### src/rtl/lpws_pkg.sv
// ----------------------------------------------------------------------------
// lpws_pkg
// Shared types and constants of the LED pulse-width serializer.
// ----------------------------------------------------------------------------
package lpws_pkg;

    localparam int TICK_W   = 11;
    localparam int BYTE_W   = 8;
    localparam int BITCNT_W = 3;

    localparam int QDEPTH  = 2;
    localparam int QPTR_W  = 1;
    localparam int QCNT_W  = 2;

    localparam int APB_AW  = 5;
    localparam int APB_DW  = 32;
    localparam int REGIDX_W = 3;

    // register indexes (byte address = 4 * index)
    localparam logic [REGIDX_W-1:0] REG_ONE_HIGH       = 3'd0;
    localparam logic [REGIDX_W-1:0] REG_ONE_LOW        = 3'd1;
    localparam logic [REGIDX_W-1:0] REG_ONE_LOW_LAST   = 3'd2;
    localparam logic [REGIDX_W-1:0] REG_ZERO_HIGH      = 3'd3;
    localparam logic [REGIDX_W-1:0] REG_ZERO_LOW       = 3'd4;
    localparam logic [REGIDX_W-1:0] REG_ZERO_LOW_LAST  = 3'd5;

    localparam logic [TICK_W-1:0] RST_ONE_HIGH      = 11'd80;
    localparam logic [TICK_W-1:0] RST_ONE_LOW       = 11'd45;
    localparam logic [TICK_W-1:0] RST_ONE_LOW_LAST  = 11'd45;
    localparam logic [TICK_W-1:0] RST_ZERO_HIGH     = 11'd40;
    localparam logic [TICK_W-1:0] RST_ZERO_LOW      = 11'd85;
    localparam logic [TICK_W-1:0] RST_ZERO_LOW_LAST = 11'd85;

    localparam logic [BITCNT_W-1:0] FIRST_BIT_LEFT = 3'd7;

    typedef enum logic {
        REQ_TICK = 1'b0,
        REQ_LOAD = 1'b1
    } req_t;

    typedef struct packed {
        logic [TICK_W-1:0] one_high;
        logic [TICK_W-1:0] one_low;
        logic [TICK_W-1:0] one_low_last;
        logic [TICK_W-1:0] zero_high;
        logic [TICK_W-1:0] zero_low;
        logic [TICK_W-1:0] zero_low_last;
    } cfg_t;

    typedef struct packed {
        req_t              kind;
        logic [BYTE_W-1:0] data;
        logic              last;
    } cmd_t;

endpackage

### src/rtl/lpws_front.sv
// ----------------------------------------------------------------------------
// lpws_front
// Accepts items, classifies them into tick / load commands and holds them
// in a short queue for the back end.
// ----------------------------------------------------------------------------
module lpws_front (
    input  logic                      aclk,
    input  logic                      aresetn,
    input  logic                      s_valid,
    output logic                      s_ready,
    input  logic                      s_req_type,
    input  logic [lpws_pkg::BYTE_W-1:0] s_data_byte,
    input  logic                      s_last_byte,
    output logic                      q_valid,
    output lpws_pkg::cmd_t            q_cmd,
    input  logic                      q_pop
);
    import lpws_pkg::*;

    cmd_t              entry_reg [QDEPTH];
    logic [QPTR_W-1:0] wr_ptr_reg, wr_ptr_next;
    logic [QPTR_W-1:0] rd_ptr_reg, rd_ptr_next;
    logic [QCNT_W-1:0] count_reg, count_next;
    logic              push;
    cmd_t              cmd_in;

    always_comb begin
        cmd_in.kind = s_req_type ? REQ_LOAD : REQ_TICK;
        // payload only matters on a load
        cmd_in.data = s_req_type ? s_data_byte : '0;
        cmd_in.last = s_req_type & s_last_byte;
    end

    assign s_ready = (count_reg != QCNT_W'(QDEPTH));
    assign push    = s_valid & s_ready;
    assign q_valid = (count_reg != '0);
    assign q_cmd   = entry_reg[rd_ptr_reg];

    always_comb begin
        wr_ptr_next = push  ? wr_ptr_reg + 1'b1 : wr_ptr_reg;
        rd_ptr_next = q_pop ? rd_ptr_reg + 1'b1 : rd_ptr_reg;
        count_next  = count_reg;
        if (push && !q_pop) begin
            count_next = count_reg + 1'b1;
        end else if (!push && q_pop) begin
            count_next = count_reg - 1'b1;
        end
    end

    always_ff @(posedge aclk) begin
        if (!aresetn) begin
            wr_ptr_reg <= '0;
            rd_ptr_reg <= '0;
            count_reg  <= '0;
        end else begin
            wr_ptr_reg <= wr_ptr_next;
            rd_ptr_reg <= rd_ptr_next;
            count_reg  <= count_next;
        end
    end

    always_ff @(posedge aclk) begin
        if (push) begin
            entry_reg[wr_ptr_reg] <= cmd_in;
        end
    end

    a_count_range: assert property (@(posedge aclk) disable iff (!aresetn)
        count_reg <= QCNT_W'(QDEPTH))
        else $error("queue count beyond depth");

    a_no_pop_empty: assert property (@(posedge aclk) disable iff (!aresetn)
        q_pop |-> q_valid)
        else $error("pop from empty queue");

    a_count_grows: assert property (@(posedge aclk) disable iff (!aresetn)
        (push && !q_pop) |=> count_reg == $past(count_reg) + 1'b1)
        else $error("queue count did not follow a push");

endmodule

### src/rtl/lpws_back.sv
// ----------------------------------------------------------------------------
// lpws_back
// Waveform engine: holding register, bit shifter and phase counter. Runs one
// queued command per cycle unless the output stalls, registering each result.
// ----------------------------------------------------------------------------
module lpws_back (
    input  logic           aclk,
    input  logic           aresetn,
    input  lpws_pkg::cfg_t cfg,
    input  logic           q_valid,
    input  lpws_pkg::cmd_t q_cmd,
    output logic           q_pop,
    output logic           m_valid,
    input  logic           m_ready,
    output logic           m_line_level,
    output logic           m_accepted,
    output logic           m_busy_res,
    output logic           m_frame_done
);
    import lpws_pkg::*;

    function automatic logic [TICK_W-1:0] at_least_one(input logic [TICK_W-1:0] v);
        at_least_one = (v == '0) ? TICK_W'(1) : v;
    endfunction

    logic [BYTE_W-1:0]   shift_byte_reg, shift_byte_next;
    logic [BITCNT_W-1:0] bit_left_reg, bit_left_next;
    logic                in_high_reg, in_high_next;
    logic [TICK_W-1:0]   ticks_reg, ticks_next;
    logic                sending_reg, sending_next;
    logic                sending_last_reg, sending_last_next;
    logic [BYTE_W-1:0]   pend_byte_reg, pend_byte_next;
    logic                pend_full_reg, pend_full_next;
    logic                pend_last_reg, pend_last_next;

    logic m_valid_reg, m_valid_next;
    logic m_line_level_reg, m_accepted_reg, m_busy_res_reg, m_frame_done_reg;
    logic level, acc, done;

    assign q_pop = q_valid & (~m_valid_reg | m_ready);

    always_comb begin
        shift_byte_next   = shift_byte_reg;
        bit_left_next     = bit_left_reg;
        in_high_next      = in_high_reg;
        ticks_next        = ticks_reg;
        sending_next      = sending_reg;
        sending_last_next = sending_last_reg;
        pend_byte_next    = pend_byte_reg;
        pend_full_next    = pend_full_reg;
        pend_last_next    = pend_last_reg;
        level = 1'b0;
        acc   = 1'b1;
        done  = 1'b0;

        if (q_cmd.kind == REQ_LOAD) begin
            if (pend_full_reg) begin
                acc = 1'b0;
            end else begin
                pend_byte_next = q_cmd.data;
                pend_last_next = q_cmd.last;
                pend_full_next = 1'b1;
            end
        end else begin
            // idle line picks up the pending byte in this same tick
            if (!sending_reg && pend_full_reg) begin
                shift_byte_next   = pend_byte_reg;
                sending_last_next = pend_last_reg;
                pend_full_next    = 1'b0;
                sending_next      = 1'b1;
                bit_left_next     = FIRST_BIT_LEFT;
                in_high_next      = 1'b1;
                ticks_next        = at_least_one(pend_byte_reg[BYTE_W-1] ?
                                                 cfg.one_high : cfg.zero_high);
            end
            if (sending_next) begin
                level = in_high_next;
                if (ticks_next > TICK_W'(1)) begin
                    ticks_next = ticks_next - 1'b1;
                end else if (in_high_next) begin
                    in_high_next = 1'b0;
                    if (bit_left_next == '0) begin
                        ticks_next = at_least_one(shift_byte_next[BYTE_W-1] ?
                                                  cfg.one_low_last : cfg.zero_low_last);
                    end else begin
                        ticks_next = at_least_one(shift_byte_next[BYTE_W-1] ?
                                                  cfg.one_low : cfg.zero_low);
                    end
                end else if (bit_left_next == '0) begin
                    sending_next      = 1'b0;
                    ticks_next        = '0;
                    done              = sending_last_next;
                    sending_last_next = 1'b0;
                end else begin
                    bit_left_next   = bit_left_next - 1'b1;
                    in_high_next    = 1'b1;
                    ticks_next      = at_least_one(shift_byte_next[BYTE_W-2] ?
                                                   cfg.one_high : cfg.zero_high);
                    shift_byte_next = {shift_byte_next[BYTE_W-2:0], 1'b0};
                end
            end
        end
    end

    always_comb begin
        m_valid_next = m_valid_reg;
        if (q_pop) begin
            m_valid_next = 1'b1;
        end else if (m_ready) begin
            m_valid_next = 1'b0;
        end
    end

    always_ff @(posedge aclk) begin
        if (!aresetn) begin
            shift_byte_reg   <= '0;
            bit_left_reg     <= '0;
            in_high_reg      <= 1'b0;
            ticks_reg        <= '0;
            sending_reg      <= 1'b0;
            sending_last_reg <= 1'b0;
            pend_full_reg    <= 1'b0;
            pend_last_reg    <= 1'b0;
            m_valid_reg      <= 1'b0;
        end else begin
            m_valid_reg <= m_valid_next;
            if (q_pop) begin
                shift_byte_reg   <= shift_byte_next;
                bit_left_reg     <= bit_left_next;
                in_high_reg      <= in_high_next;
                ticks_reg        <= ticks_next;
                sending_reg      <= sending_next;
                sending_last_reg <= sending_last_next;
                pend_full_reg    <= pend_full_next;
                pend_last_reg    <= pend_last_next;
            end
        end
    end

    always_ff @(posedge aclk) begin
        if (q_pop) begin
            pend_byte_reg    <= pend_byte_next;
            m_line_level_reg <= level;
            m_accepted_reg   <= acc;
            m_busy_res_reg   <= sending_next | pend_full_next;
            m_frame_done_reg <= done;
        end
    end

    assign m_valid      = m_valid_reg;
    assign m_line_level = m_line_level_reg;
    assign m_accepted   = m_accepted_reg;
    assign m_busy_res   = m_busy_res_reg;
    assign m_frame_done = m_frame_done_reg;

    a_idle_no_count: assert property (@(posedge aclk) disable iff (!aresetn)
        !sending_reg |-> ticks_reg == '0)
        else $error("phase count left over on idle line");

    a_send_counts: assert property (@(posedge aclk) disable iff (!aresetn)
        sending_reg |-> ticks_reg != '0)
        else $error("active phase with zero ticks");

    a_done_low: assert property (@(posedge aclk) disable iff (!aresetn)
        $past(q_pop) && m_frame_done_reg |-> !m_line_level_reg && m_accepted_reg)
        else $error("frame end reported outside a low gap");

    a_refused_busy: assert property (@(posedge aclk) disable iff (!aresetn)
        $past(q_pop) && !m_accepted_reg |-> m_busy_res_reg && !m_line_level_reg)
        else $error("refused load while holding register empty");

endmodule

### src/rtl/led_pulse_width_serializer_unit.sv
// ----------------------------------------------------------------------------
// led_pulse_width_serializer_unit
// Single-wire LED data encoder: color bytes out MSB first as timed pulses.
// ----------------------------------------------------------------------------
// A result passes the queue entry, then the engine's registered output, and
// is held there while m_ready is low.
// Throughput: one item per cycle while the output is not stalled, set by the
// engine updating its shifter and phase counter for each item; s_ready drops
// only when the 2-entry queue fills behind a stalled output.
// Reset (aresetn, synchronous): line idle, holding register empty, queue and
// output channel empty, timing registers back to their defaults.
module led_pulse_width_serializer_unit (
    input  logic                          aclk,
    input  logic                          aresetn,
    input  logic                          s_valid,
    output logic                          s_ready,
    input  logic                          s_req_type,
    input  logic [lpws_pkg::BYTE_W-1:0]   s_data_byte,
    input  logic                          s_last_byte,
    output logic                          m_valid,
    input  logic                          m_ready,
    output logic                          m_line_level,
    output logic                          m_accepted,
    output logic                          m_busy_res,
    output logic                          m_frame_done,
    input  logic                          psel,
    input  logic                          penable,
    input  logic                          pwrite,
    input  logic [lpws_pkg::APB_AW-1:0]   paddr,
    input  logic [lpws_pkg::APB_DW-1:0]   pwdata,
    output logic [lpws_pkg::APB_DW-1:0]   prdata,
    output logic                          pready
);
    import lpws_pkg::*;

    cfg_t               cfg_reg, cfg_next;
    logic [REGIDX_W-1:0] reg_idx;
    logic [TICK_W-1:0]  wval;
    logic [TICK_W-1:0]  rval;
    logic               wr_en;
    logic               q_valid;
    logic               q_pop;
    cmd_t               q_cmd;

    assign pready  = 1'b1;
    assign reg_idx = paddr[APB_AW-1:2];
    assign wval    = pwdata[TICK_W-1:0];
    assign wr_en   = psel & penable & pwrite & pready;

    always_comb begin
        cfg_next = cfg_reg;
        if (wr_en) begin
            case (reg_idx)
                REG_ONE_HIGH:      cfg_next.one_high      = wval;
                REG_ONE_LOW:       cfg_next.one_low       = wval;
                REG_ONE_LOW_LAST:  cfg_next.one_low_last  = wval;
                REG_ZERO_HIGH:     cfg_next.zero_high     = wval;
                REG_ZERO_LOW:      cfg_next.zero_low      = wval;
                REG_ZERO_LOW_LAST: cfg_next.zero_low_last = wval;
                default: ;
            endcase
        end
    end

    always_comb begin
        case (reg_idx)
            REG_ONE_HIGH:      rval = cfg_reg.one_high;
            REG_ONE_LOW:       rval = cfg_reg.one_low;
            REG_ONE_LOW_LAST:  rval = cfg_reg.one_low_last;
            REG_ZERO_HIGH:     rval = cfg_reg.zero_high;
            REG_ZERO_LOW:      rval = cfg_reg.zero_low;
            REG_ZERO_LOW_LAST: rval = cfg_reg.zero_low_last;
            default:           rval = '0;
        endcase
    end

    assign prdata = APB_DW'(rval);

    always_ff @(posedge aclk) begin
        if (!aresetn) begin
            cfg_reg.one_high      <= RST_ONE_HIGH;
            cfg_reg.one_low       <= RST_ONE_LOW;
            cfg_reg.one_low_last  <= RST_ONE_LOW_LAST;
            cfg_reg.zero_high     <= RST_ZERO_HIGH;
            cfg_reg.zero_low      <= RST_ZERO_LOW;
            cfg_reg.zero_low_last <= RST_ZERO_LOW_LAST;
        end else begin
            cfg_reg <= cfg_next;
        end
    end

    lpws_front u_front (
        .aclk        (aclk),
        .aresetn     (aresetn),
        .s_valid     (s_valid),
        .s_ready     (s_ready),
        .s_req_type  (s_req_type),
        .s_data_byte (s_data_byte),
        .s_last_byte (s_last_byte),
        .q_valid     (q_valid),
        .q_cmd       (q_cmd),
        .q_pop       (q_pop)
    );

    lpws_back u_back (
        .aclk         (aclk),
        .aresetn      (aresetn),
        .cfg          (cfg_reg),
        .q_valid      (q_valid),
        .q_cmd        (q_cmd),
        .q_pop        (q_pop),
        .m_valid      (m_valid),
        .m_ready      (m_ready),
        .m_line_level (m_line_level),
        .m_accepted   (m_accepted),
        .m_busy_res   (m_busy_res),
        .m_frame_done (m_frame_done)
    );

endmodule
### config.mk
export PLATFORM = sky130hd
export DESIGN_NAME = led_pulse_width_serializer_unit
export DESIGN_NICKNAME = d
export VERILOG_FILES = /design/src/rtl/lpws_pkg.sv /design/src/rtl/lpws_front.sv /design/src/rtl/lpws_back.sv /design/src/rtl/led_pulse_width_serializer_unit.sv
export SDC_FILE = /design/constraint.sdc
export NUM_CORES = 1
export LEC_CHECK = 0
export ABC_AREA = 1
export BUFFER_PORTS_ARGS = -buffer_cell sky130_fd_sc_hd__buf_2
export CAP_MARGIN = 10
export CELL_PAD_IN_SITES_DETAIL_PLACEMENT = 1
export CELL_PAD_IN_SITES_GLOBAL_PLACEMENT = 2
export CORE_AREA = 2 2 145 147
export CTS_CLUSTER_SIZE = 25
export DETAILED_ROUTE_END_ITERATION = 10
export DIE_AREA = 0 0 147 149
export GPL_TIMING_DRIVEN = 0
export PLACE_DENSITY = 0.92
export SKIP_LAST_GASP = 1
export SLEW_MARGIN = 25
export SYNTH_ARGS = -nofsm -noshare
export SYNTH_HDL_FRONTEND = slang
export SYNTH_SLANG_ARGS = --single-unit
### constraint.sdc
create_clock -name aclk -period 6.6 [get_ports aclk]
set_input_delay 0.99 -clock aclk [delete_from_list [all_inputs] [get_ports aclk]]
set_output_delay 0.99 -clock aclk [all_outputs]
set_load 0.03 [all_outputs]
==> impl_results.md, run 1 <==
* Outcome: complete, no violations
* CTS Hold Bufs at 0
* Sequential share of the synthesized area at 40.64%
* DR iter-0 viols at 493
* Final hold viol count at 0
* RePlAce Congestion at 0.8725
* Bufs on Longest Clock Path at 2
* FF-to-FF Start: u_back.pend_byte_reg[7]
* Fin. max-slew vios at 0
* Starting Density at 35.23%
* CTS tree: built
* Share of layout cells above drive strength 1 at 14.92%
* Commonest non-fill, non-tap cells in the layout: 231 x nand2_1, 120 x inv_1, 99 x dfxtp_1
* Yosys reg bits at 131
* Fmax achieved at 250.4 MHz
* P_leak at 3.768 nW
* Mapped Cells at 1000
* Area Overhead vs Synth at 17.24%
* Mapped Area at 0.007242 sq mm
* Post-synth EDFFs at 32
* Cell row count at 53
* Tmin final at 3993 ps
* DIE WIDTH at 147 um
* Initial antenna violation count at 0
* Period utilization at 60.50%
* CP endpoint kind: primary output
* Average size of a mapped cell at 7.242 sq um
* Final HPWL DP at 19.29 mm
* Vias at 7183
* Top-level I/O count at 93
* Commonest non-fill, non-tap cell in the layout: nand2_1
* Port Buffer Count at 47
* Clock Latency Late Sink at 440 ps
* CTS Sinks at 131
* Synthesis warning total at 0
* Tot Pwr at 4.095 mW
* Final wirelength at 25.54 mm
* Netlist cell types at 46
* Slew @ Worst Pin at 920.1 ps
* Setup violators final at 0
* Post-DR vias/cell at 5.228
* Unrepaired setup endpoints after global routing: no
* Kind of critical path: in2out
* Vias in the first global route at 7409
* Hold Path Origin: u_back.bit_left_reg[2]
* Antenna-violating nets left at 0
* Max H-tree Level at 4
* Root buffer cell: clkbuf_16
* Setup TNS at 0 ps
* Worst setup SP type: input port
* Max transition margin at 38.43%
* Worst vdd ir at 216.5 uV
* Antenna Cells at 0
* Die area at 0.02190 sq mm
* Final core occ at 41.30%
* GRT Total Usage at 23.90%
* Max-cap viol count at 0
* Grt ovf at 0
* Ys async rst share at 0%
* Drt pass-1 iters at 5
* Crit path from: paddr[4]
* Crit-path max FO at 10
* Primary FF master, synth: dfxtp_1
* Critical path data arrival time at 3000 ps
* Num CTS Buffers at 17
* Die Y at 149 um
* Required @ worst endpoint at 5610 ps
* Largest net degree at the start of global routing at 17
* Clock transition at the registers of the reported paths at 60 ps
* Resized cells post-CTS at 0
* Avg WL per Cell at 18.59 um
* Max FFs per register at 66
* Setup Fix Bufs, Post-CTS at 0
* Core Footprint at 0.02056 sq mm
* PwrDens at 482.2 mW/mm^2
* Global-route wire length before repair at 40.14 mm
* Final net count at 1146
* Post-route DRC at 0
* Clock Skew at 14.25 ps
* Min-Delay Path Class: reg2reg
==> critical path: stages <==
cell and delay [ps]:
buf_2 130, nor3_1 490, clkinv_1 530, o22ai_1 340, a221oi_1 120, o221ai_1 140, buf_2 260
==> cell families (layout without fill, tap and decap cells) <==
family / count (synthesis) / count (layout) / synth area share [%]
buffers and inverters: 196 / 275 / 12.35
other: 2 / 22 / 0.1037
and+or+nand+nor: 399 / 399 / 23.72
DFF: 131 / 131 / 40.64
AOI/OAI and AO/OA: 245 / 245 / 19.23
xor gates and xnor gates: 7 / 7 / 0.8466
muxes: 14 / 14 / 2.073
adders and majority gates: 6 / 6 / 1.037
==> report_power, final <==
part / leakage [nW] / internal [mW] / total (mW) / switching [mW]
Clock: 0.280 / 0.536 / 0.965 / 0.429
Sequential: 1.10 / 0.951 / 1.00 / 0.0502
Combinational: 2.38 / 0.634 / 2.13 / 1.49
Total: 3.77 / 2.12 / 4.09 / 1.97
==> stage by stage <==
stage	setup WS [ps]	cell area, sq um	hold slack, ps	instances
floorplan	3487	7317	425.7	1020
global placement	2676	7896	436.1	1342
detailed placement	2641	7901	458.4	1342
CTS	2692	8491	468.8	1374
global route	2534	8491	498.4	1374
finish	2607	8491	466.6	1374
==> final cells by class <==
class                           instances  area, sq um
Clock buffer                           17        425.4
Buffer                                 65        402.9
Timing Repair Buffer                   47        235.2
Clock inverter                         15        163.9
Inverter                              131        491.7
Sequential cell                       131         2943
Tap cell                              275        344.1
Multi-Input combinational cell        693         3485
Fill cell                            2669        12070
==> routing by layer <==
metal  track usage, %  vias up  part of all wire [%]
met5                0        -                     0
met4            8.269        0                   2.1
met3            3.700       40                   4.2
met2            40.63      190                    48
met1            31.10     3503                    46
li1                 -     3450                     -
==> path summary, 6_finish.rpt <==
kind         cells past startpoint                     end  slack (ps)
max                              7               prdata[0]        2610
min                              2  u_back.bit_left_reg[2]         470
max reg2reg                     19       u_back.m_busy_res        3090
min reg2reg                      2  u_back.bit_left_reg[2]         470
==> cell usage after synthesis, types with 2 or more instances <==
cell type | n | area [sq um]
xnor2_1 | 2 | 17.52
o22ai_1 | 8 | 50.05
nand2_2 | 7 | 43.79
conb_1 | 2 | 7.510
o21ai_1 | 12 | 60.06
dfxtp_1 | 99 | 1982
a22oi_1 | 3 | 22.52
nor2_2 | 2 | 12.51
inv_1 | 120 | 450.4
o21ai_2 | 6 | 52.55
nand2_4 | 2 | 22.52
mux2i_1 | 6 | 60.06
buf_4 | 27 | 202.7
o31ai_1 | 4 | 30.03
o211ai_1 | 11 | 82.58
buf_2 | 7 | 35.03
a221oi_1 | 10 | 87.58
edfxtp_1 | 32 | 960.9
nor2_1 | 70 | 262.8
clkbuf_1 | 23 | 86.33
xor2_1 | 5 | 43.79
inv_2 | 9 | 33.78
nand2_1 | 231 | 867.1
buf_6 | 5 | 56.30
or2_1 | 2 | 12.51
nor3_1 | 6 | 30.03
nand3_2 | 2 | 20.02
o21bai_1 | 2 | 15.01
o221ai_1 | 7 | 61.31
clkinv_1 | 2 | 7.510
nor3_2 | 3 | 30.03
buf_1 | 2 | 7.510
nand3_1 | 58 | 290.3
mux2_2 | 8 | 90.09
a21oi_1 | 86 | 430.4
a31oi_1 | 4 | 25.02
nor2_4 | 3 | 33.78
nand4_1 | 11 | 68.82
ha_1 | 6 | 75.07
o21ai_0 | 89 | 445.4
Note: power is estimated with default switching activity, not from simulation.
==> run 2, diff against run 1 <==
Settings changed: CORE_AREA 2 2 145 147 to 2 2 159 161, DIE_AREA 0 0 147 149 to 0 0 161 163, PLACE_DENSITY 0.92 to 0.83.
Clock period 6.6 ns to 3.4 ns, I/O delays scaled along.
==> impl_results.md, run 2 (synthesis gave the netlist of run 1 again) <==
* Max transition margin at 34.70%
* Die area at 0.02624 sq mm
* Final hold viol count at 0
* Setup violators final at 0
* Crit path from: u_back.pend_full_reg
* Root buffer cell: clkbuf_16
* Family with the most delay on the worst path: buffers and inverters
* Hold Path Origin: s_req_type
* Final net count at 1146
* Post-DR vias/cell at 4.944
* Worst r2r path cells at 14
* Final wirelength at 26.08 mm
* Worst vdd ir at 396.3 uV
* DIE WIDTH at 161 um
* Final core occ at 34.76%
* Antenna Cells at 0
* Share of layout cells above drive strength 1 at 15.29%
* Initial antenna violation count at 0
* CTS Hold Bufs at 0
* Fmax achieved at 312.2 MHz
* Tot Pwr at 7.941 mW
* Vias at 7065
* Port Buffer Count at 47
* Vias in the first global route at 7280
* RePlAce Congestion at 0.8732
* Cell row count at 58
* Final HPWL DP at 19.74 mm
* P_leak at 3.781 nW
* Commonest non-fill, non-tap cell in the layout: nand2_1
* Slowest stage delay, CP at 440 ps
* Commonest non-fill, non-tap cells in the layout: 231 x nand2_1, 120 x inv_1, 99 x dfxtp_1
* Required @ worst endpoint at 3700 ps
* Critical path data arrival time at 3500 ps
* Tmin final at 3203 ps
* Outcome: complete, no violations
* Worst setup SP type: flip-flop
* Min-Delay Path Class: in2reg
* Fin. max-slew vios at 0
* FF-to-FF Start: u_back.pend_full_reg
* CP endpoint kind: flip-flop
* Worst path cell trace: buf_4 -> inv_2 -> nor2_4 -> buf_6 -> nor2_1 -> ha_1 -> ha_1 -> clkbuf_1 -> inv_1 -> o21ai_0 -> a21oi_1 -> nand3_1 -> nand3_1 -> a21oi_1
* Clock Skew at 11.01 ps
* Starting Density at 29.35%
* Die Y at 163 um
* Num CTS Buffers at 17
* Max H-tree Level at 4
* Setup TNS at 0 ps
* GRT Total Usage at 20.60%
* Largest net degree at the start of global routing at 17
* Reg-to-reg critical path endpoint: u_back.ticks_reg[7]
* CTS Sinks at 131
* Hold path cells at 1
* DR iter-0 viols at 430
* Critical path's slowest cell: inv_1
* Crit path depth at 14
* DP Worst Slack at -81.05 ps
* CTS tree: built
* Worst R2R Setup Slack at 200 ps
* Fillers at 3129
* Placed insts at 1397
* Post-route DRC at 0
* Grt ovf at 0
* Core Footprint at 0.02467 sq mm
* Hold endpoint: u_front.entry_reg[1][9]
* Buffers & Inverters on Critical Path at 5
* Global-route wire length before repair at 41.18 mm
* Antenna-violating nets left at 0
* Crit-path max FO at 13
* Crit path setup slack, layout at 197.3 ps
* Clock Latency Late Sink at 430 ps
* Worst hold margin at 289.5 ps
* Top-level I/O count at 93
* Max-cap viol count at 0
* PwrDens at 925.8 mW/mm^2
* Area Overhead vs Synth at 18.43%
* DP Area at 0.007970 sq mm
* Max FFs per register at 66
* Cell area after layout at 0.008577 sq mm
* Drt pass-1 iters at 4
* Clock transition at the registers of the reported paths at 70 ps
* Slew @ Worst Pin at 979.5 ps
* Avg WL per Cell at 18.25 um
* Post-route insts no fill at 1429
* Period utilization at 94.20%
* Unrepaired setup endpoints after global routing: no
* Bufs on Longest Clock Path at 2
* Kind of critical path: reg2reg
-- run 2: cell types whose count changed in the layout (fill, tap and decap cells not counted), sizes merged --
cell / delta
buf: +1
clkbuf: -1
clkinv: +1
clkinvlp: -1
-- run 2: how the worst max path moves through the flow --
stage / endpoint / slack (ps)
after floorplan: u_back.m_busy_res / 790
after global placement: u_back.m_busy_res / -70
after detailed placement: u_back.m_busy_res / -80
after CTS: u_back.m_busy_res / 10
after global routing: u_back.ticks_reg[3] / 20
final: u_back.ticks_reg[7] / 200
-- run 2: routing by layer --
metal | global-route usage, % | routed length [um]
met5 | 0 | 0
met4 | 6.899 | 595
met3 | 3.361 | 999
met2 | 34.02 | 12150
met1 | 27.45 | 12340
-- run 2: what timing repair did --
item / in CTS / in global routing
endpoints found under the hold margin: 0 / 0
setup endpoints to repair: 4 / 19
resized for setup: 0 / 8
pin swaps: 0 / 2
buffers inserted: 1 / 1
-- run 2: worst register-to-register path: stages (launching register included) --
cell and delay, ps:
dfxtp_1 320, buf_4 170, inv_2 60, nor2_4 230
buf_6 220, nor2_1 90, ha_1 210, ha_1 200
clkbuf_1 250, inv_1 450, o21ai_0 290, a21oi_1 300
nand3_1 120, nand3_1 120, a21oi_1 60
-- run 2: power breakdown --
group	switching (mW)	internal (mW)
Sequential	0.0957	1.85
Combinational	2.89	1.23
Clock	0.835	1.04
-- run 2: final cells by class --
type / instances / area [sq um] / share of cell area (%)
Buffer: 63 / 394.1 / 4.595
Multi-Input combinational cell: 693 / 3497 / 40.77
Timing Repair Buffer: 49 / 250.2 / 2.918
Tap cell: 330 / 412.9 / 4.814
Sequential cell: 131 / 2943 / 34.31
Clock inverter: 15 / 162.7 / 1.896
Inverter: 131 / 491.7 / 5.733
Clock buffer: 17 / 425.4 / 4.960
==> run 3, diff against run 2 <==
Settings changed: CORE_AREA 2 2 159 161 to 2 2 171 173, DIE_AREA 0 0 161 163 to 0 0 173 175, PLACE_DENSITY 0.83 to 0.82, SYNTH_HIERARCHICAL set to 1.
==> impl_results.md, run 3 <==
* Outcome: complete, no violations
* Clock Latency Late Sink at 420 ps
* Kind of critical path: reg2reg
* Average size of a mapped cell at 6.660 sq um
* Ys async rst share at 0%
* GRT Total Usage at 19.98%
* Netlist cell types at 48
* DR iter-0 viols at 520
* PwrDens at 866.4 mW/mm^2
* Cell row count at 62
* Tmin final at 2982 ps
* Core Footprint at 0.02839 sq mm
* Global-route wire length before repair at 46.51 mm
* Post-route DRC at 0
* Antenna-violating nets left at 0
* Worst vdd ir at 350.0 uV
* Met1 Usage GRT at 27.45%
* Starting Density at 28.67%
* GR Layer Usage met3 at 2.785%
* Antenna Cells at 0
* Setup TNS at 0 ps
* Largest cells by area after synthesis: dfxtp_1 24%, nand2_1 16%, edfxtp_1 12%, nor2_1 8.3%, nand3_1 6.8%
* Largest net degree at the start of global routing at 17
* Placed insts at 1671
* CP endpoint kind: flip-flop
* P_leak at 4.514 nW
* Num CTS Buffers at 17
* Area Overhead vs Synth at 17.28%
* Min-Delay Path Class: in2reg
* Fmax achieved at 335.4 MHz
* CTS Sinks at 131
* Root buffer cell: clkbuf_16
* Post-synth EDFFs at 32
* RePlAce Congestion at 0.8445
* Met2 Use GR at 33.12%
* Worst path cell trace: buf_2 -> o21ai_0 -> nor2_1 -> and2_0 -> nand3_1 -> nand2_1 -> nand2_2 -> inv_1 -> ha_1 -> nand4_2 -> nand2_4 -> buf_8 -> buf_6 -> o211ai_1 -> nand3_1 -> a21oi_1
* Max-cap viol count at 0
* Yosys reg bits at 131
* Required @ worst endpoint at 3760 ps
* Commonest non-fill, non-tap cell in the layout: nand2_1
* Mapped Area at 0.008139 sq mm
* Final HPWL DP at 22.91 mm
* Resized cells post-CTS at 0
* GRT Max-Usage Layer: met2
* Final hold viol count at 0
* Most Frequent Cell on Critical Path: nand3_1
* Clock Skew at 10.35 ps
* Synth area leader: dfxtp_1
* Post-DR vias/cell at 4.750
* Post-route insts no fill at 1702
* Critical path data arrival time at 3340 ps
* Bufs on Longest Clock Path at 2
* Die Y at 175 um
* Sequential share of the synthesized area at 36.16%
* Vias in the first global route at 7987
* Setup violators final at 0
* Post-synth top area share at 24.35%
* Final wirelength at 29.79 mm
* Port Buffer Count at 45
* Synth cell count leaders: 345 x nand2_1, 180 x nor2_1, 132 x inv_1
* Die area at 0.03028 sq mm
* Period utilization at 87.70%
* Final net count at 1365
* Vias at 8085
* Tot Pwr at 8.271 mW
* Setup Fix Bufs, Post-CTS at 0
* Max transition margin at 41.16%
* Commonest non-fill, non-tap cells in the layout: 345 x nand2_1, 180 x nor2_1, 132 x inv_1
* Grt ovf at 0
* Share of layout cells above drive strength 1 at 15.71%
* CTS tree: built
* Initial antenna violation count at 0
* Top-level I/O count at 93
* Count leader, synth: nand2_1
* Worst hold margin at 309.1 ps
* Fin. max-slew vios at 0
* Critical path's slowest cell: o21ai_0
* Fillers at 3696
* Worst setup SP type: flip-flop
* Max H-tree Level at 4
* DIE WIDTH at 173 um
* Synthesis warning total at 6
* Worst R2R Setup Slack at 420 ps
* Unrepaired setup endpoints after global routing: no
* CTS Hold Bufs at 0
* Primary FF master, synth: dfxtp_1
* Drt pass-1 iters at 5
* Avg WL per Cell at 17.50 um
* Clock transition at the registers of the reported paths at 70 ps
* Slew @ Worst Pin at 879.4 ps
* Max FFs per register at 66
* Slowest stage delay, CP at 530 ps
* Mapped Cells at 1222
* Crit-path max FO at 10
## run 3: cell types whose count changed after synthesis, moves of 6 or more
cell,before,now
nand4_1,11,26
a21oi_1,86,47
o221ai_1,7,0
clkbuf_1,23,17
buf_6,5,13
nor2_1,70,180
inv_1,120,132
a221oi_1,10,0
buf_2,7,17
o22ai_1,8,1
nand2_1,231,345
nand3_1,58,111
o21ai_0,89,49
## run 3: final timing paths
check                                              from  cells past startpoint                      end
worst min-delay path                         s_req_type                      1  u_front/entry_reg[0][9]
worst max register to register  u_back/pend_byte_reg[7]                     16      u_back/ticks_reg[7]
worst min register to register      u_back/ticks_reg[5]                      2      u_back/ticks_reg[5]
worst max-delay path            u_back/pend_byte_reg[7]                     16      u_back/ticks_reg[7]
## run 3: logic make-up (layout without fill, tap and decap cells)
family / Yosys count / count (layout) / share of synthesized area (%)
buffers and inverters: 229 / 305 / 13.61
other: 2 / 22 / 0.09227
adders and majority gates: 6 / 6 / 0.9223
and+or+nand+nor: 707 / 707 / 38.00
xor gates and xnor gates: 4 / 4 / 0.4305
DFF: 131 / 131 / 36.16
muxes: 12 / 12 / 1.630
AOI/OAI and AO/OA: 131 / 131 / 9.163
## run 3: routing by layer
layer,wire length (um),part of all wire (%),vias up
met5,0,0,-
met4,439,1.5,0
met3,1207,4.1,28
met2,14050,47,148
met1,14090,47,3907
li1,-,-,4002
## run 3: worst max-delay path: cells and delay by family (launching register included)
family	cells	cell delay (ps)
flip-flops	1	370
AO/OA/AOI/OAI	3	810
adder cells (fa/ha/maj)	1	200
AND/OR/NAND/NOR	8	970
buffers and inverters	4	560
## run 3: layout make-up
| cell class | count | area [sq um] | share of cell area, % |
|---|---|---|---|
| inverters | 148 | 560.5 | 5.872 |
| flip-flops and latches | 131 | 2943 | 30.83 |
| well taps | 384 | 480.5 | 5.033 |
| multi-input cells | 882 | 4164 | 43.62 |
| clock buffers | 18 | 429.2 | 4.496 |
| clock inverters | 14 | 200.2 | 2.097 |
| plain buffers | 80 | 543.0 | 5.689 |
| repair buffers | 45 | 225.2 | 2.359 |
## run 3: stage by stage
step / setup slack (ps) / utilization, % / area [sq um]
after CTS: 109.0 / 33.63 / 9549
final: 418.3 / 33.62 / 9545
after global placement: 135.3 / 31.42 / 8920
after detailed placement: 126.6 / 31.42 / 8920
after floorplan: 803.4 / - / 8214
after global routing: 110.1 / 33.62 / 9545
## run 3: where the power goes
group | internal, mW | leakage [nW] | switching [mW]
clock network | 1.24 | 0.300 | 0.772
registers | 1.87 | 1.11 | 0.111
logic | 1.30 | 3.11 | 2.98
